==> src/rtl/tpv_div.sv <==
// ----------------------------------------------------------------------------
// tpv_div
// Restoring divider, one quotient bit a cycle, for quotients below 2^32.
// ----------------------------------------------------------------------------
module tpv_div (
	input  logic        clk,
	input  logic        arst_n,
	input  logic        start,
	input  logic [63:0] num,
	input  logic [31:0] den,
	output logic        done,
	output logic [31:0] quo
);
	logic        busy_q;
	logic        done_q;
	logic [4:0]  cnt_q;
	logic [31:0] rem_q;
	logic [31:0] lo_q;
	logic [31:0] den_q;
	logic [32:0] trial;
	logic        fits;

	// One trial subtraction per cycle.
	always_comb begin
		trial = {rem_q, lo_q[31]};
		fits  = trial >= {1'b0, den_q};
	end

	// Control.
	always_ff @(posedge clk or negedge arst_n) begin
		if (!arst_n) begin
			busy_q <= 1'b0;
			done_q <= 1'b0;
			cnt_q  <= '0;
		end else begin
			done_q <= 1'b0;
			if (start) begin
				busy_q <= 1'b1;
				cnt_q  <= '0;
			end else if (busy_q) begin
				cnt_q <= cnt_q + 5'd1;
				if (cnt_q == 5'd31) begin
					busy_q <= 1'b0;
					done_q <= 1'b1;
				end
			end
		end
	end

	// Remainder and quotient shift register.
	always_ff @(posedge clk) begin
		if (start) begin
			rem_q <= num[63:32];
			lo_q  <= num[31:0];
			den_q <= den;
		end else if (busy_q) begin
			rem_q <= fits ? 32'(trial - {1'b0, den_q}) : trial[31:0];
			lo_q  <= {lo_q[30:0], fits};
		end
	end

	assign done = done_q;
	assign quo  = lo_q;
endmodule

==> config.mk <==
export PLATFORM = sky130hd
export DESIGN_NAME = tpv_div
export DESIGN_NICKNAME = d
export VERILOG_FILES = /design/src/rtl/tpv_div.sv
export SDC_FILE = /design/constraint.sdc
export NUM_CORES = 1
export LEC_CHECK = 0
export BUFFER_PORTS_ARGS = -buffer_cell sky130_fd_sc_hd__buf_2
export CAP_MARGIN = 20
export CORE_ASPECT_RATIO = 1.75
export CORE_MARGIN = 8
export CORE_UTILIZATION = 50
export CTS_CLUSTER_SIZE = 16
export DETAILED_ROUTE_END_ITERATION = 6
export PLACE_DENSITY = 0.76
export RECOVER_POWER = 50
export SLEW_MARGIN = 10
export SYNTH_ARGS = -nofsm -noshare
export SYNTH_HDL_FRONTEND = slang
export SYNTH_SLANG_ARGS = --single-unit
==> constraint.sdc <==
create_clock -name clk -period 2.8 [get_ports clk]
set_input_delay 0.84 -clock clk [delete_from_list [all_inputs] [get_ports clk]]
set_output_delay 0.84 -clock clk [all_outputs]
set_load 0.02 [all_outputs]
**Yosys cells after proc, flatten, opt, wreduce, memory -nomap -nowiden**

Index checks and enable logic that the tools add are counted.

- Register bits after elaboration: 103
- Input bits: 99

- $add $sub $neg: 2
- $lt $le $gt $ge: 1
- Equality and inequality tests: 1
- Mux-type cells: 13
- Reduce and logical (&&, ||, !) cells: 1

Operator list:

| kind | number |
|---|---|
| 32-bit 2-to-1 mux | 5 |
| 33-bit by 32-bit greater-or-equal comparator with 1-bit output | 1 |
| 32-bit subtractor | 1 |
| 5-bit 2-to-1 mux | 2 |
| 1-bit 2-to-1 mux | 6 |
| 5-bit by 1-bit adder with 5-bit output, second input constant | 1 |
| 5-bit == test, second input constant | 1 |
| 2-bit nonzero test | 1 |

**Depth between registers and ports, before layout**

- Depth after elaboration: 4
- Gate-level depth with buffers: 14

**Least setup slack after synthesis**

Ideal clock, no wire load.

- Path type: register to register
- Start point: register lo_q[31] (netlist: quo[31])
- End point: register rem_q[30] (data pin)
- Setup time: 261 ps
- Data arrival time: 2709 ps
- Required time: 2539 ps
- Path slack: -170 ps
- Stages on the path, launching flop included: 12
- Path buffers: 0
- Period minus slack after synthesis: 2970 ps
- Path through: edfxtp_1 inv_1 ha_1 fa_1 nand2b_1 a21oi_1 o211ai_1 a311oi_1 a221o_1 a221oi_2 xnor2_1 a221o_1

- Longest elaborated chain between the ends: 4

Ends and longest elaborated chain:

| what | RTL line | source |
|---|---|---|
| start: declaration | 18 | `logic [31:0] lo_q;` |
| start signal: assignment | 54 | `lo_q <= num[31:0];` |
| start signal: assignment | 58 | `lo_q <= {lo_q[30:0], fits};` |
| 32-bit subtractor / 33-bit by 32-bit greater-or-equal comparator with 1-bit output (equally long branches) | 57, 26 |  |
| 32-bit 2-to-1 mux (*) | 57 | `rem_q <= fits ? 32'(trial - {1'b0, den_q}) : trial[31:0];` |
| 32-bit 2-to-1 mux (*) | 56 | `end else if (busy_q) begin` |
| 32-bit 2-to-1 mux (*) | 52 | `if (start) begin` |
| end signal: assignment | 53 | `rem_q <= num[63:32];` |
| end signal: assignment | 57 |  |
| end: declaration | 17 | `logic [31:0] rem_q;` |

Every way passes the cells marked *; elsewhere a longest branch is shown, timed or not. The select of a mux whose other input is x is not followed.
A chain may end at the register's enable or synchronous reset.

**Worst setup path after layout**

- Start point: register rem_q[6]
- End point: register rem_q[22] (data pin)

- Longest elaborated chain between the ends: 4

Ends and longest elaborated chain:

| what | RTL line |
|---|---|
| 32-bit subtractor / 33-bit by 32-bit greater-or-equal comparator with 1-bit output (equally long branches) | 57, 26 |
| 32-bit 2-to-1 mux (*) | 57 |
| 32-bit 2-to-1 mux (*) | 56 |
| 32-bit 2-to-1 mux (*) | 52 |

Marked as above.

==> flow_summary.json <==
{
  "drt-initial-drc-count": 273,
  "cts_buffer_depth": 2,
  "worst_slew_pin_slew_ps": 1230,
  "final_nets": 861,
  "fin_crit_sh_pct": 101,
  "synthesis.nets": 669,
  "synthFlopType": "edfxtp_1",
  "drc": 0,
  "violations": "setup timing",
  "layout_commonest_cell": "buf_2",
  "start_util_pct": 50.6,
  "dp.final_hpwl_um": 12300,
  "wl_per_cell_um": 18.7,
  "row_count": 54,
  "via_per_inst": 5.58,
  "r2r_start": "rem_q[6]",
  "final_cells": 900,
  "fin_util_pct": 66.5,
  "die-area_um2": 16500,
  "hold_buffers": 0,
  "critical_path.endpoint": "rem_q[22]",
  "rsz0062_at_grt": "true",
  "grt_max_degree": 48,
  "place_ws_ps": -166,
  "regToRegSetupSlack_ps": -30,
  "synth-warning-count": 0,
  "cts_tree": "built",
  "slew-limit-headroom_pct": 18.1,
  "r2r-end": "rem_q[22]",
  "powerDensity_nw_per_um2": 1120,
  "clk_pin_slew_ps": 70,
  "die_w_um": 101,
  "layout_common_cells": "128 x buf_2, 96 x edfxtp_1, 64 x buf_4",
  "finClkSkew_ps": 7.10,
  "status": "finished, violations left",
  "yosys_register_bits": 103,
  "grt_overflow_total": 0,
  "routed_wl_um": 16800,
  "diodes": 0,
  "routabilityCongestion": 0.923,
  "setup_viol": 3,
  "cts_sinks": 103,
  "arrival_ps": 2930,
  "yosysTopAreaCellShare_pct": 46.1,
  "r2r_cells": 10,
  "area_delta_synth_final_pct": 31.4,
  "yosys.area.top_type": "edfxtp_1",
  "fmax_ghz": 0.354,
  "antenna_found_initial": 0,
  "dp.cells": 868,
  "firstDrtPassIters": 5,
  "vias": 5021,
  "finalMaxSlewViolations": 0,
  "netlist_area_um2": 6260,
  "syn_inst": 535,
  "startpoint_type": "flop",
  "core_um2": 12400,
  "hp-class": "input port to asynchronous set/reset pin",
  "synth_edf_count": 96,
  "irDropWorstVdd_v": 0.000462,
  "clkLatencyLatePin_ps": 350,
  "layout-drive-gt1-share_pct": 46.3,
  "first_global_vias": 5495,
  "synth_area_per_cell_um2": 11.7,
  "ys_seq_area_share_pct": 48.9,
  "io_buffers": 131,
  "h-tree-depth": 3,
  "design.portCount": 132,
  "synth.distinct_cells": 59,
  "startpoint": "rem_q[6]",
  "antenna_left": 0,
  "die_h_um": 164,
  "worstPathRequired_ps": 2910,
  "synthArstFlopShare_pct": 6.80,
  "grt_pass1_wl_um": 26400,
  "maxCapViolations": 0,
  "p_leak_nw": 3.61,
  "end_kind": "flop",
  "root_buffer": "clkbuf_16",
  "critPathMaxFanout": 3,
  "crit_type": "flop to flop",
  "hold_violations": 0,
  "grt_use_total_pct": 20.3,
  "synth_area_leaders": "edfxtp_1 46%, mux2_2 9.2%, ha_1 6.8%",
  "final.min_clock_period_ps": 2830,
  "fin_ws_ps": -27.7,
  "cts_made_buffers": 9
}
[report_power, final]
part	total (mW)	internal [mW]	leakage (nW)	switching, mW
Combinational	5.49	2.86	2.38	2.63
Clock	1.32	0.711	0.147	0.612
Sequential	2.42	2.16	1.08	0.254
Total	9.23	5.73	3.61	3.50
[metal layers]
| metal | up-vias | wire length, um | track usage, % |
|---|---|---|---|
| met5 | - | 0 | 0 |
| met4 | 0 | 591 | 8.10 |
| met3 | 45 | 1060 | 6.24 |
| met2 | 184 | 9280 | 38.4 |
| met1 | 2417 | 5870 | 19.7 |
| li1 | 2375 | - | - |
[what timing repair did]
action / in CTS / in global routing
gates resized for setup: 16 / 46
pin swaps: 8 / 28
setup buffers: 1 / 13
endpoints found under the setup margin: 30 / 28
cloned: 1 / 2
[metrics by stage]
step	power, mW	TNS, ps	hold WS, ps	cell area (um^2)
6_report	9.23	-40.3	360	8220
5_1_grt	9.75	-1690	368	8220
4_1_cts	8.54	-37.4	299	7900
3_5_place_dp	7.01	-2930	540	7490
3_3_place_gp	6.84	-1100	512	7490
2_1_floorplan	5.64	-222	493	6290
[worst min-delay path by stage]
| stage | from | to | slack, ps |
|---|---|---|---|
| detailed placement | cnt_q[4] | cnt_q[4] | 540 |
| CTS | arst_n | cnt_q[3] | 300 |
| global placement | cnt_q[4] | cnt_q[4] | 510 |
| finish | arst_n | done | 360 |
| floorplan | cnt_q[4] | cnt_q[4] | 490 |
| global route | arst_n | cnt_q[4] | 370 |
[worst max-delay path, stage by stage (launching register included)]
cell	delay [ps]
edfxtp_1	410
ha_1	350
a21oi_1	220
nand2_1	120
o211ai_1	280
a311oi_2	160
a221o_1	350
buf_4	150
buf_6	100
xor2_2	150
a221o_1	290
[kinds of logic after synthesis]
kind of cell | after synthesis | share of synthesized area (%)
AO/OA/AOI/OAI | 110 | 12.1
multiplexers | 71 | 13.3
adder cells (fa/ha/maj) | 35 | 7.12
buffers and inverters | 64 | 4.42
XOR/XNOR | 29 | 4.06
flip-flops | 103 | 48.9
AND/OR/NAND/NOR | 123 | 10.2
[cells in the mapped netlist (5+ instances only)]
library cell and number:
nor3b_1 8, nor2_1 26, nor2b_1 5, ha_1 34, dfrtp_1 7, mux2_1 6, clkbuf_1 16, edfxtp_1 96
a21oi_1 41, a21o_1 14, xor2_1 11, xnor2_1 18, and3_1 5, mux2_4 10, o211ai_1 6, nand3_1 7
nor3_1 12, a221o_1 9, o21ai_0 12, nand4_1 6, nand2_1 31, inv_1 41, nand2b_1 8, mux2_2 51
[sequential cells by signal, indices dropped and copies added (netlist names)]
register and flops:
cnt_q 5, quo 32, done 1, rem_q 32, den_q 32, busy_q 1
[final cells by class]
type,instances,area (um^2)
clock buffers,10,229
clock inverters,6,77.6
fillers,938,4140
inverters,41,154
multi-input cells,371,3310
flip-flops and latches,103,3060
well taps,168,210
repair buffers,201,1190
Power figures use the tool's default switching activity.
