==> config.mk <==
export PLATFORM = sky130hd
export DESIGN_NAME = tpv_sqrt
export DESIGN_NICKNAME = d
export VERILOG_FILES = /design/src/rtl/tpv_sqrt.sv
export SDC_FILE = /design/constraint.sdc
export NUM_CORES = 1
export LEC_CHECK = 0
export BUFFER_PORTS_ARGS = -buffer_cell sky130_fd_sc_hd__buf_2
export CAP_MARGIN = 10
export CELL_PAD_IN_SITES_DETAIL_PLACEMENT = 1
export CELL_PAD_IN_SITES_GLOBAL_PLACEMENT = 1
export CORE_MARGIN = 4
export CORE_UTILIZATION = 47
export DETAILED_ROUTE_END_ITERATION = 12
export GPL_ROUTABILITY_DRIVEN = 0
export GPL_TIMING_DRIVEN = 0
export PLACE_DENSITY = 0.83
export SYNTH_ARGS = -nofsm -noshare
export SYNTH_HDL_FRONTEND = slang
export SYNTH_SLANG_ARGS = --single-unit
==> constraint.sdc <==
create_clock -name clk -period 11.6 [get_ports clk]
set_input_delay 1.16 -clock clk [delete_from_list [all_inputs] [get_ports clk]]
set_output_delay 1.16 -clock clk [all_outputs]
set_load 0.05 [all_outputs]
==> src/rtl/tpv_sqrt.sv <==
// ----------------------------------------------------------------------------
// tpv_sqrt
// Integer square root of a 64-bit value, two radicand bits a cycle.
// ----------------------------------------------------------------------------
module tpv_sqrt (
	input  logic        clk,
	input  logic        arst_n,
	input  logic        start,
	input  logic [63:0] radicand,
	output logic        done,
	output logic [31:0] root
);
	logic        busy_q;
	logic        done_q;
	logic [4:0]  cnt_q;
	logic [63:0] n_q;
	logic [63:0] res_q;
	logic [63:0] bit_q;
	logic [63:0] trial;

	assign trial = res_q + bit_q;

	// Control.
	always_ff @(posedge clk or negedge arst_n) begin
		if (!arst_n) begin
			busy_q <= 1'b0;
			done_q <= 1'b0;
			cnt_q  <= '0;
		end else begin
			done_q <= 1'b0;
			if (start) begin
				busy_q <= 1'b1;
				cnt_q  <= '0;
			end else if (busy_q) begin
				cnt_q <= cnt_q + 5'd1;
				if (cnt_q == 5'd31) begin
					busy_q <= 1'b0;
					done_q <= 1'b1;
				end
			end
		end
	end

	// Digit-by-digit root.
	always_ff @(posedge clk) begin
		if (start) begin
			n_q   <= radicand;
			res_q <= '0;
			bit_q <= 64'd1 << 62;
		end else if (busy_q) begin
			if (n_q >= trial) begin
				n_q   <= n_q - trial;
				res_q <= (res_q >> 1) + bit_q;
			end else begin
				res_q <= res_q >> 1;
			end
			bit_q <= bit_q >> 2;
		end
	end

	assign done = done_q;
	assign root = res_q[31:0];
endmodule

Word-level counts from Yosys, hierarchy flattened. Index checks and enable logic that the tools add are counted.

Word-level logic and storage cells: 27. Flip-flop bits (word level): 167. Input port bits: 67.

$lt $le $gt $ge: 1. Multiplexer cells: 12. Equality and inequality tests: 1. Add/subtract/negate cells: 4. Reductions and logical operators: 3.

Operator list (number): 64-bit 2-to-1 mux (4); 63-bit by 63-bit adder with 64-bit output (1); 64-bit by 63-bit adder with 64-bit output (1); 64-bit >= comparator (1); 64-bit subtractor (1); 5-bit 2-to-1 mux (2); 1-bit 2-to-1 mux (6); 5-bit by 1-bit adder with 5-bit output (second input constant) (1); 5-bit equality test (second input constant) (1); 2-bit nonzero test (2); 2-bit AND reduction (1).

Logic depth before layout (Yosys ltp). Gate-level depths: netlist (run 1).

Word-level depth: 5. Gate-level depth with buffers: 25. Gate-level depth less buffers: 21.

Worst setup path after synthesis (run 1). Ideal clock, no wire load.

Kind: flip-flop to flip-flop. Start point: register res_q[4]. End point: register n_q[0], enable pin. Clock period less this slack: 9639 ps. Path slack: 1961 ps. Arrival: 9065 ps. Buffers on the path: 4. Data required time: 11026 ps. Cell stages (with the launch flop): 22. Cells stage by stage: dfxtp_1 > ha_1 > a21oi_1 > or4b_1 > a2111oi_2 > o21ai_0 > a211o_1 > a31oi_1 > o211a_1 > o21ai_1 > xor2_1 > ha_1 > clkbuf_1 > nand4_1 > nand3b_1 > nand3b_1 > nand3_1 > clkbuf_1 > nor2_2 > buf_2 > buf_2 > o21ai_0.

Word-level cells in the longest chain between the ends: 4.

RTL lines: start: declaration (RTL line 17) `logic [63:0] res_q;`; start signal: assignment (RTL line 53) `res_q <= (res_q >> 1) + bit_q;`; start signal: assignment (RTL line 55) `res_q <= res_q >> 1;`; 64-bit by 63-bit adder with 64-bit output (RTL line 21) `assign trial = res_q + bit_q;`; 64-bit >= comparator (RTL line 51) `if (n_q >= trial) begin`; 2-bit nonzero test (no source line); 2-bit AND reduction (no source line); end signal: assignment (RTL line 47) `n_q <= radicand;`; end signal: assignment (RTL line 52) `n_q <= n_q - trial;`; end: declaration (RTL line 16) `logic [63:0] n_q;`.

Every way passes these cells. A chain may end at the register's enable or synchronous reset.

Final worst setup path (run 1).
Start point: register res_q[2]. End point: register n_q[38], enable pin.

Same word-level chain as after synthesis.

==> results of run 1 <==
==> registers in the layout (all words and copies together) (netlist names) <==
name,cells
res_q,64
bit_q,32
busy_q,1
cnt_q,5
done,1
n_q,64
==> through the flow <==
stage                     TNS [ps]  cell area (µm²)
final                            0            17870
after global routing             0            17870
after CTS                        0            17870
after detailed placement         0            17280
after global placement     -232440            17230
after floorplan                  0            16180
==> power breakdown <==
group / switching [µW] / leakage (µW) / internal [µW]
Clock: 294 / 0.000285 / 314
Sequential: 137 / 0.00154 / 840
Combinational: 1860 / 0.00536 / 996
==> critical path: cells and delay by family, from the launching register on <==
kind / cells / cell delay [ps]
AOI/OAI and AO/OA: 10 / 3270
xor gates and xnor gates: 1 / 360
adders and majority gates: 2 / 630
buffers and inverters: 5 / 1700
DFF: 1 / 460
and+or+nand+nor: 6 / 1830
==> cells by family (layout without fill, tap and decap cells) <==
logic type,after synthesis,after routing
AO/OA/AOI/OAI,698,698
AND/OR/NAND/NOR,666,666
buffers and inverters,209,341
flip-flops,167,167
XOR/XNOR,141,141
adder cells (fa/ha/maj),133,133
multiplexers,58,58
==> per-layer routing <==
layer / up-vias / GRT usage, % / wire length [µm] / part of all wire (%)
met5: - / 0 / 13 / 0.020
met4: 2 / 14.00 / 2854 / 4.4
met3: 174 / 5.810 / 4919 / 7.5
met2: 793 / 54.68 / 29770 / 46
met1: 8711 / 43.78 / 27710 / 42
li1: 7952 / - / - / -
==> Yosys cell counts (7+ instances only) <==
cell type and number:
dfxtp_1 96, xor2_1 69, nand2_1 229, nand2b_1 7, dfrtp_1 7, a41oi_1 8
a21boi_0 9, o31a_1 7, nor2b_1 11, a21o_1 49, inv_1 54, edfxtp_1 64
a211oi_1 43, a21oi_1 123, a311oi_1 19, o31ai_1 24, ha_1 132, clkbuf_1 99
nor2_1 177, a31o_2 15, a221oi_1 17, and3_1 19, mux2_2 7, xnor2_1 72
buf_4 36, nor3_1 37, o211ai_1 12, a31oi_1 59, and2_1 15, nor4_1 12
o21ai_0 197, o21bai_1 28, or3_1 17, o21a_1 15, nand3_1 53, mux2i_1 51
nand4_1 52, buf_2 9
==> worst max path at each step <==
stage | end | startpoint | depth (start not counted)
floorplan | n_q[0]$_DFFE_PP_ | res_q[4]$_SDFFE_PP0P_ | 21
global placement | n_q[32]$_DFFE_PP_ | res_q[2]$_SDFFE_PP0P_ | 23
detailed placement | n_q[38]$_DFFE_PP_ | res_q[2]$_SDFFE_PP0P_ | 24
CTS | n_q[38]$_DFFE_PP_ | res_q[2]$_SDFFE_PP0P_ | 24
global route | n_q[38]$_DFFE_PP_ | res_q[2]$_SDFFE_PP0P_ | 24
finish | n_q[38]$_DFFE_PP_ | res_q[2]$_SDFFE_PP0P_ | 24
==> area by class of cell <==
cell class / count / area [µm²] / share of cell area (%)
repair buffers: 100 / 530.5 / 2.969
inverters: 55 / 206.4 / 1.155
multi-input cells: 1696 / 11210 / 62.74
well taps: 448 / 560.5 / 3.137
clock buffers: 19 / 452.9 / 2.535
clock inverters: 13 / 137.6 / 0.7702
flip-flops and latches: 167 / 4019 / 22.49
plain buffers: 154 / 752.0 / 4.208
==> impl_results.md, run 1 <==
* Placed cells at between 2000 and 3000
* Top cells by area, synth: dfxtp_1, edfxtp_1, ha_1, o21ai_0, nand2_1
* Clk Latency, worst-skew pair at 470 ps
* Minimum clock period after layout at 8570 ps
* CP max stage delay at 670 ps
* Final core utilization at 52.89%
* Antenna violations before repair at 1
* Core ar. at about 34000 µm²
* R2r startpoint: res_q[2]$_SDFFE_PP0P_
* Filler cells at 4283
* Worst-Margin Slew at 1236 ps
* Status: complete, no violations
* Synth unique cells at 90
* Largest family of logic cells by synthesized area: compound AO/OA/AOI/OAI gates
* PostCTS Resize Cnt at 0
* Root Buffer Master: clkbuf_16
* GR Overflow Total at 0
* Final worst-path cycle share at 73.88%
* FFs w/ async S/R, synth at 4.192%
* Largest net degree at the start of global routing at 28
* Total power at between 4000 and 5000 µW
* Non-filler cells, final at roughly 2700
* CTS Buf Count at 17
* Worst min-delay path class: input port to async pin
* I/O pins at 100
* Crit Path Max Fanout at 27
* Final Net Count at 2391
* DIE HEIGHT at approximately 190 µm
* CP Data Required Time at between 10000 and 15000 ps
* CTS Hold Bufs at 0
* Most frequent cells in the layout: nand2_1, o21ai_0, nor2_1
* H-tree levels at 4
* Setup Buffers After CTS at 0
* Deepest clock path buffer count at 2
* Post-synthesis mux area share at around 3.6%
* Area Growth Syn to Fin at 10.46%
* Most common cell after layout, fill and taps aside: nand2_1
* R2R cell count at 24
* Vias in the first global route at between 15000 and 20000
* Max Clock Skew at between 10 and 15 ps
* Worst slack at placement at ~3400 ps
* Peak Freq at about 0.12 GHz
* Hold Slack at approximately 500 ps
* CTS tree: done
* Diode count at 0
* Max_cap viols at 0
* Remaining antenna violation count after routing at 0
* Initial cell density of the core at 47.88%
* Power Dens Cells at about 250 nW/µm²
* Detailed Routing Iterations Pass 1 at 5
* Cell count after synthesis at ~2100
* WL final at 65.26 mm
* DR vias at approximately 18000
* Gr usage total at between 30% and 40%
* Slew Limit Headroom at ~18%
* Compound-Gate Fraction of Synth Area at ~28%
* Sequential area share after synthesis at 24.84%
* Hold Vio Cnt, Final at 0
* Worst-path clk slew at 80 ps
* Flops & latches, synth at ~170
* First-pass GRT wire length at 101.0 mm
* Max VDD drop at ~0.12 mV
* DR WL/cell at ~25 µm
* Area leader, netlist: dfxtp_1
* Final Max Slew Viols at 0
* Synth Area in XOR/XNOR at between 7 and 8%
* Clock sink count at about 170
* Crit start category: flip-flop
* Post-Syn Nets at 2272
* RSZ-0062 raised after global routing: false
* Post-Syn Area at 16180 µm²
* DRC viols at 0
* Worst path cell trace: ha_1 > a31oi_1 > a2111oi_0 > o21ai_0 > nand3_1 > a41oi_1 > nor3_1 > nor3_1 > o31ai_1 > xnor2_1 > ha_1 > clkbuf_1 > a21o_1 > o21bai_1 > a21oi_1 > nor2_1 > o21ai_0 > nand3_1 > clkbuf_1 > nor2_2 > buf_2 > buf_2 > o21ai_4 > buf_12
* Detailed-placement wirelength estimate at approximately 50 mm
* Adder-Cell Fraction of Synth Area at roughly a tenth
* Simple-Gate Fraction of Synth Area at between 10% and 20%
* Share of cells above drive strength 1 at around a tenth
* Worst Path Arrival at between 8000 and 9000 ps
* Post-synth EDFFs at 64
* CP Capture Type: flip-flop
* Reg-to-reg endpoint: n_q[38]$_DFFE_PP_
* Synth warnings at 0
* Top-area cell type share of the netlist area at 11.88%
* Chip width at around 190 µm
* Ys flop type: dfxtp_1
* 1st-iter DRT viols at 1671
* Syn avg cell area at slightly below 8 µm²
* # setup viols final at 0
* Via density per instance at 6.649
* Setup CP Type: flip-flop to flip-flop
* Port Buffers at slightly below 100
* P_leak at between 0.007 and 0.008 µW
* FP Rows at 67
* R2r setup slk at 3030 ps
* Setup WS post-layout at 3030 ps
* Slowest CP cell: nor2_2
* Area of the die at ~37000 µm²
Note: power is estimated with default switching activity, not from simulation.
==> run 2: changes to the inputs <==
- CORE_UTILIZATION: 47 -> 43
- PLACE_DENSITY: 0.83 -> 0.8
- clock period: 11.6 -> 6.92 ns (I/O delays scaled with it)
==> impl_results.md, run 2 (same netlist as run 1, synthesis figures left out) <==
* Status: complete, no violations (unchanged)
* Detailed-placement wirelength estimate at 49.68 mm (was 49.52 mm)
* Final core utilization at 48.97% (was 52.89%)
* Reg-to-reg endpoint: res_q[40]$_SDFFE_PP0P_ (was n_q[38]$_DFFE_PP_)
* Non-filler cells, final at 2706 (was 2652)
* Initial cell density of the core at 43.87% (was 47.88%)
* WP buf/inv at 2 (was 5)
* CP Data Required Time at 7230 ps (was 11800 ps)
* I/O pins at 100 (unchanged)
* Remaining antenna violation count after routing at 0 (unchanged)
* # setup viols final at 0 (unchanged)
* Top Registers: n_q x64, res_q x64, bit_q x32 (unchanged)
* Placed cells at 2676 (was 2620)
* Clk Latency, worst-skew pair at 470 ps (about the same)
* Vias in the first global route at 17690 (was 18180)
* Share of cells above drive strength 1 at 11.40% (was 10.34%)
* Hold Slack at 51.07 ps (was 498.7 ps)
* Area Growth Syn to Fin at 11.62% (was 10.46%)
* Area of the die at 40790 µm² (was 37450 µm²)
* R2r setup slk at 170 ps (was 3030 ps)
* First-pass GRT wire length at 99.84 mm (was 101.0 mm)
* Deepest clock path buffer count at 2 (unchanged)
* 1st-iter DRT viols at 1536 (was 1671)
* Most frequent cells in the layout: nand2_1, o21ai_0, nor2_1 (unchanged)
* Clock sink count at 167 (unchanged)
* Setup crit end: res_q[40]$_SDFFE_PP0P_ (was n_q[38]$_DFFE_PP_)
* Setup CP Type: flip-flop to flip-flop (unchanged)
* DR WL/cell at 24.14 µm (was 24.61 µm)
* CTS Buf Count at 17 (unchanged)
* Minimum clock period after layout at 6752 ps (was 8570 ps)
* Crit path depth at 22 (was 24)
* CP Capture Type: flip-flop (unchanged)
* R2r startpoint: res_q[0]$_SDFFE_PP0P_ (was res_q[2]$_SDFFE_PP0P_)
* Max VDD drop at 0.2306 mV (was 0.1222 mV)
* R2R cell count at 22 (was 24)
* H-tree levels at 4 (unchanged)
* FP Rows at 70 (was 67)
* Largest net degree at the start of global routing at 30 (was 28)
* Port Buffers at 98 (unchanged)
* Most common cell after layout, fill and taps aside: nand2_1 (unchanged)
* DR vias at 17440 (was 17630)
* RSZ-0062 raised after global routing: false (unchanged)
* Via density per instance at 6.446 (was 6.649)
* DP Area at 17350 µm² (was 17280 µm²)
* Power Dens Cells at 413.7 nW/µm² (was 248.7 nW/µm²)
* Slew Limit Headroom at 4.306% (was 17.62%)
* Critical Path Source: res_q[0]$_SDFFE_PP0P_ (was res_q[2]$_SDFFE_PP0P_)
* Detailed Routing Iterations Pass 1 at 5 (unchanged)
* Crit Path Max Fanout at 10 (was 27)
* Chip width at 202.0 µm (was 193.5 µm)
* GR Overflow Total at 0 (unchanged)
* Worst Path Arrival at 7060 ps (was 8770 ps)
* Peak Freq at 0.1481 GHz (was 0.1167 GHz)
* Worst-Margin Slew at 1435 ps (was 1236 ps)
* Final Instance Area at 18060 µm² (was 17870 µm²)
* Diode count at 0 (unchanged)
* CP max stage delay at 630 ps (was 670 ps)
* Crit-path leading delay family: compound AO/OA/AOI/OAI gates (unchanged)
* Hold Vio Cnt, Final at 0 (unchanged)
* Max Clock Skew at 22.51 ps (was 14.70 ps)
* Max_cap viols at 0 (unchanged)
* DRC viols at 0 (unchanged)
* DIE HEIGHT at 202.0 µm (was 193.5 µm)
* Gr usage total at 30.60% (was 33.44%)
* Setup tns final at 0 ps (unchanged)
* WL final at 65.33 mm (was 65.26 mm)
* Final Net Count at 2389 (was 2391)
* Slowest CP cell: or4b_1 (was nor2_2)
* Root Buffer Master: clkbuf_16 (unchanged)
* P_leak at 0.007238 µW (was 0.007183 µW)
* Core ar. at 36870 µm² (was 33780 µm²)
* Worst path cell trace: ha_1 > ha_1 > a211oi_1 > or4b_1 > a2111oi_4 > nor3_2 > o31a_1 > a221oi_2 > o21ai_1 > a311oi_1 > ha_2 > nand2_1 > nor2_1 > a21oi_1 > nor2_1 > o21ai_1 > nand3_2 > nor2_4 > buf_2 > buf_4 > nand2_1 > a311oi_1 (was ha_1 > a31oi_1 > a2111oi_0 > o21ai_0 > nand3_1 > a41oi_1 > nor3_1 > nor3_1 > o31ai_1 > xnor2_1 > ha_1 > clkbuf_1 > a21o_1 > o21bai_1 > a21oi_1 > nor2_1 > o21ai_0 > nand3_1 > clkbuf_1 > nor2_2 > buf_2 > buf_2 > o21ai_4 > buf_12)
* Crit start category: flip-flop (unchanged)
* Final Max Slew Viols at 0 (unchanged)
* CTS tree: done (unchanged)
* Final worst-path cycle share at 97.58% (was 73.88%)
* Antenna violations before repair at 0 (was 1)
* Worst-path clk slew at 70 ps (was 80 ps)
* Worst min-delay path class: input port to async pin (unchanged)
[run 2: area by class of cell]
class                           count  area [µm²]
Buffer                            148       735.7
Clock buffer                       20       467.9
Clock inverter                     12       86.33
Fill cell                        4586       18820
Inverter                           55       206.4
Multi-Input combinational cell   1696       11350
Sequential cell                   167        4021
Tap cell                          504       630.6
Timing Repair Buffer              104       560.5
[run 2: per-layer routing]
layer	part of all wire, %	track usage, %
met2	46	49.74
met4	4.3	13.16
met5	0	0
met3	7.2	5.984
met1	43	39.71
[run 2: metrics by stage]
stage	worst slack, ps	power (µW)
final	167.6	7471
after global routing	26.87	7951
after CTS	2.556	7322
after detailed placement	-1301	6284
after global placement	-3183	6085
after floorplan	247.0	4936
[run 2: how the worst min path moves through the flow]
stage	cells after the start	to	start	slack, ps
finish	1	cnt_q[3]$_DFFE_PN0P_	arst_n	50
global route	1	done$_DFF_PN0_	arst_n	60
floorplan	0	busy_q$_DFF_PN0_	arst_n	400
detailed placement	1	cnt_q[2]$_DFFE_PN0P_	arst_n	530
global placement	2	res_q[0]$_SDFFE_PP0P_	res_q[0]$_SDFFE_PP0P_	510
CTS	1	done$_DFF_PN0_	arst_n	50
[run 2: power by group]
group / total (µW) / leakage, µW / internal, µW / switching, µW
clock: 973 / 0.000278 / 495 / 478
sequential: 1630 / 0.00154 / 1410 / 226
combinational: 4860 / 0.00542 / 1700 / 3160
[run 2: what timing repair did]
item                       CTS  global route
setup buffers                4             0
hold buffers                 0             0
gates resized for setup     12            22
setup endpoints to repair  121           108
pin swaps                    3             3
==> run 3: changes to the inputs <==
- CTS_BUF_LIST: not set -> sky130_fd_sc_hd__clkbuf_4
==> impl_results.md, run 3 (same netlist as run 1, synthesis figures left out) <==
* Status: complete, no violations (unchanged)
* Detailed-placement wirelength estimate at 49.68 mm (unchanged)
* Minimum clock period after layout at 6687 ps (was 6752 ps)
* Gr usage total at 30.34% (was 30.60%)
* Slew Limit Headroom at 10.00% (was 4.306%)
* P_leak at 0.007123 µW (was 0.007238 µW)
* Worst-Margin Slew at 1350 ps (was 1435 ps)
* Filler cells at 4630 (was 4586)
* CP Capture Type: flip-flop (unchanged)
* 1st-iter DRT viols at 1490 (was 1536)
* Crit start category: flip-flop (unchanged)
* Setup CP Type: flip-flop to flip-flop (unchanged)
* Final Net Count at 2393 (was 2389)
* Deepest clock path buffer count at 2 (unchanged)
* Antenna violations before repair at 1 (was 0)
* Non-filler cells, final at 2711 (was 2706)
* WP buf/inv at 2 (unchanged)
* # setup viols final at 0 (unchanged)
* Placed cells at 2676 (unchanged)
* CTS Buf Count at 17 (unchanged)
* Worst Path Arrival at 7210 ps (was 7060 ps)
* Initial cell density of the core at 43.87% (unchanged)
* Area of the die at 40790 µm² (unchanged)
* Register area at 4021 µm² (unchanged)
* Most frequent cells in the layout: nand2_1, o21ai_0, nor2_1 (unchanged)
* Core ar. at 36870 µm² (unchanged)
* Power Dens Cells at 399.8 nW/µm² (was 413.7 nW/µm²)
* Multi-input gate area at 11310 µm² (was 11350 µm²)
* Peak Freq at 0.1495 GHz (was 0.1481 GHz)
* Largest net degree at the start of global routing at 30 (unchanged)
* Max VDD drop at 0.2286 mV (was 0.2306 mV)
* Root Buffer Master: clkbuf_4 (was clkbuf_16)
* Remaining antenna violation count after routing at 0 (unchanged)
* Final core utilization at 48.18% (was 48.97%)
* H-tree levels at 4 (unchanged)
* Crit-path leading delay family: compound AO/OA/AOI/OAI gates (unchanged)
* First-pass GRT wire length at 99.35 mm (was 99.84 mm)
* Hold Vio Cnt, Final at 0 (unchanged)
* Area Growth Syn to Fin at 9.823% (was 11.62%)
* DR WL/cell at 23.87 µm (was 24.14 µm)
* Share of cells above drive strength 1 at 11.38% (was 11.40%)
* Final Max Slew Viols at 0 (unchanged)
* DRC viols at 0 (unchanged)
* Clk Latency, worst-skew pair at 680 ps (was 470 ps)
* CTS tree: done (unchanged)
* Clock sink count at 167 (unchanged)
* I/O pins at 100 (unchanged)
* DP Area at 17350 µm² (unchanged)
* Crit Path Max Fanout at 10 (unchanged)
* Final Instance Area at 17770 µm² (was 18060 µm²)
* Most common cell after layout, fill and taps aside: nand2_1 (unchanged)
* DIE HEIGHT at 202.0 µm (unchanged)
* Vias in the first global route at 17550 (was 17690)
* DR vias at 17400 (was 17440)
* FP Rows at 70 (unchanged)
* Via density per instance at 6.418 (was 6.446)
* Max Clock Skew at 47.08 ps (was 22.51 ps)
* RSZ-0062 raised after global routing: false (unchanged)
* Final worst-path cycle share at 96.63% (was 97.58%)
* WL final at 64.72 mm (was 65.33 mm)
* CP max stage delay at 620 ps (was 630 ps)
* CP Data Required Time at 7450 ps (was 7230 ps)
* Max_cap viols at 0 (unchanged)
* Detailed Routing Iterations Pass 1 at 6 (was 5)
* Port Buffers at 98 (unchanged)
* GR Overflow Total at 0 (unchanged)
* Hold Slack at 274.9 ps (was 51.07 ps)
* Top Registers: n_q x64, res_q x64, bit_q x32 (unchanged)
* Worst path cell trace: ha_1 > ha_1 > a211oi_1 > or4b_1 > a2111oi_4 > nor3_1 > o31a_1 > a221oi_2 > o21ai_1 > a311oi_1 > ha_2 > nand2_1 > nor2_1 > a21oi_1 > nor2_1 > o21ai_0 > nand3_2 > nor2_4 > buf_4 > buf_4 > nand2_1 > a311oi_1 (was ha_1 > ha_1 > a211oi_1 > or4b_1 > a2111oi_4 > nor3_2 > o31a_1 > a221oi_2 > o21ai_1 > a311oi_1 > ha_2 > nand2_1 > nor2_1 > a21oi_1 > nor2_1 > o21ai_1 > nand3_2 > nor2_4 > buf_2 > buf_4 > nand2_1 > a311oi_1)
* Worst min-delay path class: input port to flip-flop (was input port to async pin)
* Chip width at 202.0 µm (unchanged)
* Worst-path clk slew at 190 ps (was 70 ps)
* Slowest CP cell: or4b_1 (unchanged)
-- run 3: power breakdown --
group	switching, µW	leakage [µW]	total (µW)	internal, µW
clock	438	0.000147	623	186
combinational	3130	0.00544	4850	1720
sequential	224	0.00154	1630	1410
total	3790	0.00712	7100	3310
-- run 3: cell type report --
type | instances | area share [%]
antenna | 1 | 0.01409
buffer | 149 | 4.176
clock buffer | 18 | 0.7606
clock inverter | 14 | 0.6761
inverter | 55 | 1.162
multi-input combinational | 1696 | 63.66
sequential | 167 | 22.64
tap | 504 | 3.550
timing repair buffer | 107 | 3.366
-- run 3: worst register-to-register path, stage by stage (launching register included) --
cell	delay, ps
dfxtp_1	410
ha_1	220
ha_1	230
a211oi_1	130
or4b_1	620
a2111oi_4	470
nor3_1	170
o31a_1	400
a221oi_2	410
o21ai_1	140
a311oi_1	430
ha_2	440
nand2_1	120
nor2_1	90
a21oi_1	340
nor2_1	80
o21ai_0	300
nand3_2	200
nor2_4	220
buf_4	270
buf_4	260
nand2_1	90
a311oi_1	520
-- run 3: worst paths after layout --
| kind | startpoint | endpoint | slack (ps) | depth (start not counted) |
|---|---|---|---|---|
| max | res_q[0]$_SDFFE_PP0P_ | res_q[40]$_SDFFE_PP0P_ | 230 | 22 |
| min | radicand[8] | n_q[8]$_DFFE_PP_ | 270 | 3 |
| max reg2reg | res_q[0]$_SDFFE_PP0P_ | res_q[40]$_SDFFE_PP0P_ | 230 | 22 |
| min reg2reg | res_q[0]$_SDFFE_PP0P_ | res_q[0]$_SDFFE_PP0P_ | 550 | 2 |
| max in group asynchronous | arst_n | cnt_q[1]$_DFFE_PN0P_ | 6390 | 2 |
| min in group asynchronous | arst_n | cnt_q[4]$_DFFE_PN0P_ | 370 | 2 |
-- run 3: per-layer routing --
metal	track usage (%)	share of wire, %	vias to the layer above
li1	-	-	7958
met1	40.90	44	8650
met2	50.11	46	653
met3	3.995	6.4	137
met4	10.67	3.3	0
met5	0	0	-
-- run 3: what timing repair did --
item,in CTS,in global routing
pin swaps,3,3
hold endpoints to repair,7,0
buffers inserted,6,0
endpoints found under the setup margin,120,109
resized for setup,12,16
hold buffers,1,0
cloned,0,0
-- run 3: per-stage QoR --
stage	setup TNS (ps)	total power [µW]	setup slack, ps
floorplan	0	4936	247.0
global placement	-223850	6085	-3183
detailed placement	-108620	6284	-1301
CTS	0	6974	36.70
global route	0	7582	6.487
finish	0	7103	232.9
